$ cat config.mk
export PLATFORM = sky130hd
export DESIGN_NAME = afcrb_ctrl
export DESIGN_NICKNAME = d
export VERILOG_FILES = /design/src/rtl/core/afcrb_pkg.sv /design/src/rtl/core/afcrb_ctrl.sv
export SDC_FILE = /design/constraint.sdc
export NUM_CORES = 1
export LEC_CHECK = 0
export BUFFER_PORTS_ARGS = -buffer_cell sky130_fd_sc_hd__buf_2
export CORE_AREA = 2 2 39 41
export CTS_CLUSTER_DIAMETER = 150
export DETAILED_ROUTE_END_ITERATION = 12
export DIE_AREA = 0 0 41 43
export MAX_ROUTING_LAYER = met4
export PLACE_DENSITY = 0.37
export SLEW_MARGIN = 15
export SYNTH_ARGS = -nofsm -noshare
export SYNTH_HDL_FRONTEND = slang
export SYNTH_SLANG_ARGS = --single-unit
$ cat constraint.sdc
create_clock -name clk -period 2.6 [get_ports clk]
set_input_delay 0.78 -clock clk [delete_from_list [all_inputs] [get_ports clk]]
set_output_delay 0.78 -clock clk [all_outputs]
set_load 0.01 [all_outputs]
$ cat src/rtl/core/afcrb_pkg.sv
// afcrb_pkg: shared types, result codes and the frame checksum function
// for the adc frame check ring buffer; no dependencies
`default_nettype none

package afcrb_pkg;

  // field widths fixed by the frame format
  localparam int STATUS_W = 8;
  localparam int WORD_W   = 32;
  localparam int CHECK_W  = 8;
  localparam int COUNT_W  = 7;
  localparam int KIND_W   = 3;
  localparam int TOTAL_W  = 32;

  // checksum offset added to the byte sum
  localparam logic [CHECK_W-1:0] CHECK_OFFSET = 8'h9B;

  // reset value of the expected status register
  localparam logic [STATUS_W-1:0] STATUS_RESET = 8'h60;

  // operation codes
  localparam logic OP_PUSH = 1'b0;
  localparam logic OP_READ = 1'b1;

  // result kinds
  localparam logic [KIND_W-1:0] KIND_STORED     = 3'd0;
  localparam logic [KIND_W-1:0] KIND_OVERRUN    = 3'd1;
  localparam logic [KIND_W-1:0] KIND_BAD_STATUS = 3'd2;
  localparam logic [KIND_W-1:0] KIND_BAD_CHECK  = 3'd3;
  localparam logic [KIND_W-1:0] KIND_WORD       = 3'd4;
  localparam logic [KIND_W-1:0] KIND_EMPTY      = 3'd5;

  // commands from the controller to the datapath
  typedef struct packed {
    logic push_go;   // push frame accepted this cycle
    logic read_go;   // read request accepted this cycle
    logic word_go;   // emit one burst word this cycle
  } afcrb_cmd_t;

  // status from the datapath to the controller
  typedef struct packed {
    logic out_free;    // output register can take a result this cycle
    logic ring_empty;  // read pointer equals write pointer
    logic burst_last;  // one burst word left
  } afcrb_stat_t;

  // sum of the four sample bytes plus the offset, mod 256
  function automatic logic [CHECK_W-1:0] frame_sum(input logic [WORD_W-1:0] w);
    logic [CHECK_W+1:0] s;
    s = {2'b00, w[31:24]} + {2'b00, w[23:16]} + {2'b00, w[15:8]}
      + {2'b00, w[7:0]} + {2'b00, CHECK_OFFSET};
    return s[CHECK_W-1:0];
  endfunction

endpackage

`default_nettype wire

$ cat src/rtl/core/afcrb_ctrl.sv
// afcrb_ctrl: controller state machine, handles the input handshake and
// sequences read bursts; depends on afcrb_pkg
`default_nettype none

module afcrb_ctrl
  import afcrb_pkg::*;
(
  input  wire logic        clk,
  input  wire logic        rst_n,
  input  wire logic        in_valid,
  input  wire logic        in_operation,
  output logic             in_stall,
  input  wire afcrb_stat_t stat,
  output afcrb_cmd_t       cmd
);

  typedef enum logic [1:0] {
    ST_IDLE  = 2'b01,
    ST_BURST = 2'b10
  } state_t;

  state_t state_r, state_nxt;
  logic   take;

  // a transaction is taken only in idle with room at the output
  assign take     = in_valid && (state_r == ST_IDLE) && stat.out_free;
  assign in_stall = !((state_r == ST_IDLE) && stat.out_free);

  // command decode and next state
  always_comb begin
    state_nxt   = state_r;
    cmd.push_go = 1'b0;
    cmd.read_go = 1'b0;
    cmd.word_go = 1'b0;
    case (state_r)
      ST_IDLE: begin
        if (take) begin
          if (in_operation == OP_PUSH) begin
            cmd.push_go = 1'b1;
          end else begin
            cmd.read_go = 1'b1;
            if (!stat.ring_empty) begin
              state_nxt = ST_BURST;
            end
          end
        end
      end
      ST_BURST: begin
        if (stat.out_free) begin
          cmd.word_go = 1'b1;
          if (stat.burst_last) begin
            state_nxt = ST_IDLE;
          end
        end
      end
      default: begin
        state_nxt = ST_IDLE;
      end
    endcase
  end

  // state register
  always_ff @(posedge clk) begin
    if (!rst_n) begin
      state_r <= ST_IDLE;
    end else begin
      state_r <= state_nxt;
    end
  end

endmodule

`default_nettype wire

==> Word-level counts from Yosys, hierarchy flattened <==
Cells that the tools add are included.
{ "totals": {"ram_bits": 0, "mem_count": 0, "output_inout_bits": 4, "rom_bits": 0, "latchBits": 0, "reg_bits": 2} }
{ "op_classes": {"n_bitwise": 0, "n_eq_ne": 7, "magnitude_cmp": 0, "n_mul": 0, "muxes": 12, "n_reduce_logical": 5, "n_addsub": 0, "shifts": 0, "div_mod_pow": 0} }
{ "ops": {"columns": ["op", "count"], "rows": [
  ["$mux 2", 7],
  ["$ne 2x2->1 const B", 5],
  ["$reduce_and 5->1", 1],
  ["$mux 1", 4],
  ["$pmux 2 s2", 1],
  ["$logic_and 1x1->1", 3],
  ["$eq 2x1->1 const B", 1],
  ["$eq 2x2->1 const B", 1],
  ["$logic_not 1->1", 1]
]} }

==> Logic depth before layout (Yosys ltp) <==
Gate-level depths: netlist of run 1.
{ "logic_depth": {"ltp_word": 5, "depth_mapped": 2, "depth_no_buf": 2} }

==> Least setup slack after synthesis of run 1 <==
OpenSTA, ideal clock, no wires.
{ "synth_timing": {"path_kind": "input-to-output", "start": "input in_valid", "end": "output cmd[1] in the netlist's numbering", "path_slack_ns": 0.641, "cell_stages": 2, "arrival_time_ns": 1.179, "t_required_ns": 1.820, "cell_sequence": "and4b_1 > and2_1"} }
{ "synth_lines": {"columns": ["item", "line", "text"], "rows": [
  ["start: declaration", "afcrb_ctrl.sv:10", "input wire logic in_valid,"],
  ["end: declaration", "afcrb_ctrl.sv:14", "output afcrb_cmd_t cmd"]
]} }

==> results.ini, run 1 <==
[clocking]
clock_latency_ns = 0.23
clock_sink_count = 2
cts_max_path_buffers = 2
numCtsBuffers = 3
post_cts_resized = 0
cts_tree = yes
hold_buffers = 0
cts_root_buf = sky130_fd_sc_hd__clkbuf_4
clkTransAtPathRegs_ns = 0.03
cts_setup_buffers = 0
ctsHtreeMaxLevel = 1

[setup_path]
setup.worst_path.class = in -> out
cp_slowest_cell = sky130_fd_sc_hd__and4b_1
critPathMaxStageDelay_ns = 0.22
critical_path.cell_chain = buf_2, and4b_1, and2_1, buf_2
critical_path_required_ns = 1.82
endpoint_kind = output pin
critical_path_arrival_ns = 1.41
critPathTopFamily = simple AND/OR/NAND/NOR gates
startpoint_type = input pin
biggest_fanout_along_the_worst_timing_path = 4
critical_path_buf_inv_count = 2
crit_path_frequent_cell = sky130_fd_sc_hd__buf_2

[cells_and_area]
registers.top_by_ff_count = state_r
most-common-layout-cells = sky130_fd_sc_hd__buf_2 (10), sky130_fd_sc_hd__clkbuf_4 (3), sky130_fd_sc_hd__and2_1 (2), sky130_fd_sc_hd__dfxtp_1 (2)
multi_input_comb_area_um2 = 75.1
share_of_final_layout_standard_cells_stronger_than_drive_strength_1_pct = 52.0
layout.area.seq_um2 = 40.0
top_regs = state_r: 2 flops
fill_cells = 170
n_antenna_cell = 0
layout.cells.most_common = sky130_fd_sc_hd__buf_2
final_core_utilization_pct = 15.0
number_of_flip_flops_under_the_largest_register_name = 2
num-nets-final = 34
syn2layout_area_growth_pct = 80.4

[place]
hpwlAfterDp_um = 305
port-buffer-count = 10
gp_congestion = 0.508
dpl_worst_slack_ns = 0.403

[routing]
wl_per_cell_um = 9.49
drt_iter0_markers = 3
via_per_inst = 3.46
ant_nets = 0
drt_first_pass_iters = 4
route.detailed.drc = 0
final_routed_wirelength_um = 389
routed-via-count = 142

[timing]
rsz0062_at_grt = false
totalNegativeSetupSlack_ns = 0
whs_ns = 0.624
maxSlewViolCount = 0
worst-slew-pin-transition_ns = 0.209
worst_slack_ns = 0.412
timing.clock.skew_ns = 0.000146
layout_worst_path_cycle_share_pct = 84.2
setup-violations-final = 0
final.min_clock_period_ns = 2.19
fmax_ghz = 0.457
finalHoldViolCount = 0
maxSlewHeadroom_pct = 86.1

[floorplanning]
floorplan.initialDensity_pct = 8.32
fp.coreArea_um2 = 1380
std_cell_rows = 14
die_h_um = 43
die_area_um2 = 1760
die_width_um = 41
boundaryPins = 11

[global_routing]
grtUsageTotal_pct = 5.55
grt_pass1_wl_um = 552
via_count_of_the_first_global_routing_pass = 155
grt_max_degree = 5
globalRouteOverflowTotal = 0
grt_antenna_before_repair = 0

[yosys]
synth_compound_area_share_pct = 16.3
synthCells = 12
ys_ff_latch = 2
syn_area_per_cell_um2 = 9.59
mappedNetlistArea_um2 = 115
synth_seq_area_share_pct = 34.8
share_of_the_synthesized_netlist_area_taken_by_xor_and_xnor_gates_pct = 0
simple_gate_area_share_of_the_yosys_netlist_pct = 48.9
synth_top_family_by_area = simple AND/OR/NAND/NOR gates
yosys_warnings = 0
synth.mux.area_fraction_pct = 0
netlist-cell-type-count = 10
synth_area_leaders = sky130_fd_sc_hd__dfxtp_1 (35%), sky130_fd_sc_hd__and2_1 (11%), sky130_fd_sc_hd__a32o_1 (8.7%)
synth_top_area_cell = sky130_fd_sc_hd__dfxtp_1
synth.net_count = 19
area_fraction_of_the_dominant_cell_type_after_synthesis_pct = 34.8
adder_cell_share_of_the_synthesized_area_pct = 0

[power_and_ir_drop]
static-leakage-power_nw = 0.106
cellPowerDensity_nw_per_um2 = 556
vdd_ir_drop_max_mv = 0.0900

[run]
maxcap_viol_count = 0

[outcome]
run_status = finished, final reports clean

[worst_hold_path]
hold_path.class = reg -> reg

-- final timing paths --
check	start	endpoint	slack, ns	cells after the start
max reg2reg	state_r[1]	state_r[1]	1.73	2
min reg2reg	state_r[0]	state_r[0]	0.62	2
min	state_r[0]	state_r[0]	0.62	2
max	stat[2]	cmd[1]	0.41	4
-- cell type report --
class                   count  share of cell area [%]
multi-input cells          10                    36.1
repair buffers             10                    24.1
flip-flops and latches      2                    19.3
clock buffers               3                    10.8
well taps                  16                    9.64
-- cells in the mapped netlist --
master,n
sky130_fd_sc_hd__dfxtp_1,2
sky130_fd_sc_hd__a32oi_1,1
sky130_fd_sc_hd__nand2_1,1
sky130_fd_sc_hd__nor2b_1,1
sky130_fd_sc_hd__and2_1,2
sky130_fd_sc_hd__and3b_1,1
sky130_fd_sc_hd__a32o_1,1
sky130_fd_sc_hd__and4b_1,1
sky130_fd_sc_hd__and2b_1,1
sky130_fd_sc_hd__nand3b_1,1
-- tightest hold or removal path: cells and delay by family (launching register included) --
family,cells,cell delay [ns]
compound gates,1,0.18
flops,1,0.33
simple gates,1,0.07
-- power breakdown --
| part | internal (mW) | leakage, nW | switching [mW] | total (mW) |
|---|---|---|---|---|
| logic | 0.00738 | 0.0757 | 0.00653 | 0.0139 |
| registers | 0.0315 | 0.0162 | 0.000276 | 0.0317 |
| clock network | 0.0510 | 0.0138 | 0.0187 | 0.0697 |
| total | 0.0898 | 0.106 | 0.0255 | 0.115 |
-- stage by stage --
stage               total power [mW]  instance area, um2  cells
CTS                            0.119                 208     41
global route                   0.121                 208     41
detailed placement            0.0461                 185     38
finish                         0.115                 208     41
global placement              0.0457                 185     38
floorplan                     0.0378                 115     12
-- cells by family (layout without fill, tap and decap cells) --
family                 after synthesis  after routing
AO/OA/AOI/OAI                        2              2
buffers and inverters                0             13
AND/OR/NAND/NOR                      8              8
flip-flops                           2              2
-- routing by layer --
metal | global-route usage (%) | share of wire (%) | vias up
li1 | - | - | 72
met1 | 6.41 | 47 | 53
met2 | 4.69 | 30 | 13
met3 | 3.66 | 17 | 4
met4 | 8.00 | 5.7 | 0
met5 | - | 0 | -
No activity file was read; power rests on OpenSTA's default activity.
==> run 2: changes to the inputs <==
--- a/config.mk
+++ b/config.mk
@@ -11,7 +11,7 @@
 export DETAILED_ROUTE_END_ITERATION = 12
 export DIE_AREA = 0 0 41 43
 export MAX_ROUTING_LAYER = met4
-export PLACE_DENSITY = 0.37
+export PLACE_DENSITY = 0.38
 export SLEW_MARGIN = 15
 export SYNTH_ARGS = -nofsm -noshare
 export SYNTH_HDL_FRONTEND = slang
==> constraint.sdc (replaced) <==
create_clock -name clk -period 2 [get_ports clk]
set_input_delay 0.6 -clock clk [delete_from_list [all_inputs] [get_ports clk]]
set_output_delay 0.6 -clock clk [all_outputs]
set_load 0.01 [all_outputs]
==> run 2 against run 1 <==
Compared with the run above: critical path depth stayed put; via count is 1.4% higher; core utilization stayed put; largest cell class unchanged; largest power group unchanged.
==> results.ini, run 2 (synthesis gave the netlist of run 1 again) <==
[routing]
met1_length_um = 152  ; was 181 um
drt_first_pass_iters = 2  ; was 4
drt_iter0_markers = 1  ; was 3
top_signal_layer_used = met3  ; was met4
detailed_route_wirelength_on_metal3_um = 98  ; was 67 um
met2_length_um = 115  ; was 118 um
via_per_inst = 3.51  ; was 3.46
ant_nets = 0  ; unchanged
route.detailed.drc = 0  ; unchanged
routed-via-count = 144  ; was 142
wl_per_cell_um = 8.93  ; was 9.49 um
final_routed_wirelength_um = 366  ; was 389 um

[global_routing]
grt_antenna_before_repair = 0  ; unchanged
grtUsageTotal_pct = 5.85  ; was 5.55%
grt_pass1_wl_um = 593  ; was 552 um
grt_max_degree = 5  ; unchanged
globalRouteOverflowTotal = 0  ; unchanged
via_count_of_the_first_global_routing_pass = 149  ; was 155

[place]
hpwlAfterDp_um = 306  ; was 305 um
gp_congestion = 0.512  ; was 0.508
port-buffer-count = 10  ; unchanged
place_area_um2 = 185  ; unchanged

[setup_path]
crit_path_frequent_cell = sky130_fd_sc_hd__buf_2  ; unchanged
ff2ff_path_depth = 2  ; unchanged
critical_path_arrival_ns = 1.23  ; was 1.41 ns
startpoint_type = input pin  ; unchanged
critical_path_required_ns = 1.40  ; was 1.82 ns
critical_path.cell_chain = buf_2, and4b_1, and2b_1, buf_2  ; was buf_2, and4b_1, and2_1, buf_2
ff2ff_setup_slack_ns = 1.13  ; was 1.73 ns
endpoint_kind = output pin  ; unchanged
biggest_fanout_along_the_worst_timing_path = 4  ; unchanged
setup.worst_path.class = in -> out  ; unchanged
critPathMaxStageDelay_ns = 0.22  ; about the same
cp_slowest_cell = sky130_fd_sc_hd__and4b_1  ; unchanged

[power_and_ir_drop]
p_switching_mw = 0.0314  ; was 0.0255 mW
static-leakage-power_nw = 0.106  ; unchanged
switching_share_pct = 21.2  ; was 22.1%
clock_power_share_pct = 59.9  ; was 60.4%
cellPowerDensity_nw_per_um2 = 713  ; was 556 nW/um2
power.combinational.fraction_pct = 12.2  ; was 12.1%
vdd_ir_drop_max_mv = 0.189  ; was 0.0900 mV
internal_power_mw = 0.117  ; was 0.0898 mW
share_seq_of_total_power_pct = 27.9  ; was 27.5%

[clocking]
ctsHtreeMaxLevel = 1  ; unchanged
clock_latency_ns = 0.22  ; was 0.23 ns
clkTransAtPathRegs_ns = 0.03  ; about the same
cts_root_buf = sky130_fd_sc_hd__clkbuf_4  ; unchanged
clock_sink_count = 2  ; unchanged
post_cts_resized = 0  ; unchanged
hold_buffers = 0  ; unchanged
cts_max_path_buffers = 2  ; unchanged
cts_setup_buffers = 0  ; unchanged
cts_tree = yes  ; unchanged
numCtsBuffers = 3  ; unchanged

[cells_and_area]
number_of_flip_flops_under_the_largest_register_name = 2  ; unchanged
finalInstanceArea_um2 = 208  ; unchanged
registers.top_by_ff_count = state_r  ; unchanged
num-nets-final = 34  ; unchanged
layout.cells.most_common = sky130_fd_sc_hd__buf_2  ; unchanged
syn2layout_area_growth_pct = 80.4  ; unchanged
most-common-layout-cells = sky130_fd_sc_hd__buf_2 (10), sky130_fd_sc_hd__clkbuf_4 (3), sky130_fd_sc_hd__and2_1 (2), sky130_fd_sc_hd__dfxtp_1 (2)  ; unchanged
share_of_final_layout_standard_cells_stronger_than_drive_strength_1_pct = 52.0  ; unchanged
n_antenna_cell = 0  ; unchanged
top_regs = state_r: 2 flops  ; unchanged

[timing]
final.min_clock_period_ns = 1.83
totalNegativeSetupSlack_ns = 0  ; unchanged
maxSlewViolCount = 0  ; unchanged
layout_worst_path_cycle_share_pct = 91.5
finalHoldViolCount = 0  ; unchanged
fmax_ghz = 0.546
setup-violations-final = 0  ; unchanged
rsz0062_at_grt = false  ; unchanged
worst-slew-pin-transition_ns = 0.204  ; was 0.209 ns
timing.clock.skew_ns = 0.00615  ; was 0.000146 ns
maxSlewHeadroom_pct = 86.4  ; was 86.1%

[run]
maxcap_viol_count = 0  ; unchanged

[worst_hold_path]
worstHoldPathCells = 2  ; unchanged
hold_path.class = in -> reg  ; was reg -> reg

[outcome]
run_status = finished, final reports clean  ; unchanged

[floorplanning]
std_cell_rows = 14  ; unchanged
die_h_um = 43  ; unchanged
boundaryPins = 11  ; unchanged
floorplan.initialDensity_pct = 8.32  ; unchanged
die_width_um = 41  ; unchanged
die_area_um2 = 1760  ; unchanged
fp.coreArea_um2 = 1380  ; unchanged

-- run 2: cell counts in the layout (fill, tap and decap cells not counted) --
No cell type changed its count.
-- run 2: final cells by class --
class / instances / area [um2]
fillers: 159 / 1180
multi-input cells: 10 / 75.1
repair buffers: 10 / 50.0
flip-flops and latches: 2 / 40.0
clock buffers: 3 / 22.5
well taps: 16 / 20.0
-- run 2: layer usage --
metal | up-vias | global-route usage [%]
li1 | 73 | -
met1 | 58 | 6.71
met2 | 13 | 4.69
met3 | 0 | 7.85
met4 | 0 | 4.00
met5 | - | -
-- run 2: power groups by stage --
stage | clock network, mW | registers (mW) | logic (mW)
floorplan | 0 | 0.0417 | 0.00747
global placement | 0 | 0.0418 | 0.0176
detailed placement | 0 | 0.0418 | 0.0181
CTS | 0.0945 | 0.0413 | 0.0181
global route | 0.0973 | 0.0414 | 0.0202
finish | 0.0888 | 0.0413 | 0.0180
-- run 2: final timing paths --
path / from / endpoint
worst max-delay path: stat[2] / cmd[2]
worst min-delay path: rst_n / state_r[0]
worst max register to register: state_r[1] / state_r[1]
worst min register to register: state_r[0] / state_r[0]
-- run 2: critical path: cells and delay by family --
| family | cells | cell delay [ns] |
|---|---|---|
| buf+inv | 2 | 0.25 |
| simple gates | 2 | 0.38 |
-- run 2: through the flow --
| step | util (%) | instances | hold WS, ns | power [mW] | worst slack, ns |
|---|---|---|---|---|---|
| final | 15.0 | 41 | 0.623 | 0.148 | 0.170 |
| after detailed placement | 13.4 | 38 | 0.644 | 0.0599 | 0.167 |
| after global routing | 15.0 | 41 | 0.627 | 0.159 | 0.116 |
| after global placement | 13.4 | 38 | 0.601 | 0.0594 | 0.186 |
| after CTS | 15.0 | 41 | 0.607 | 0.154 | 0.164 |
| after floorplan | - | 12 | 0.578 | 0.0492 | 0.401 |
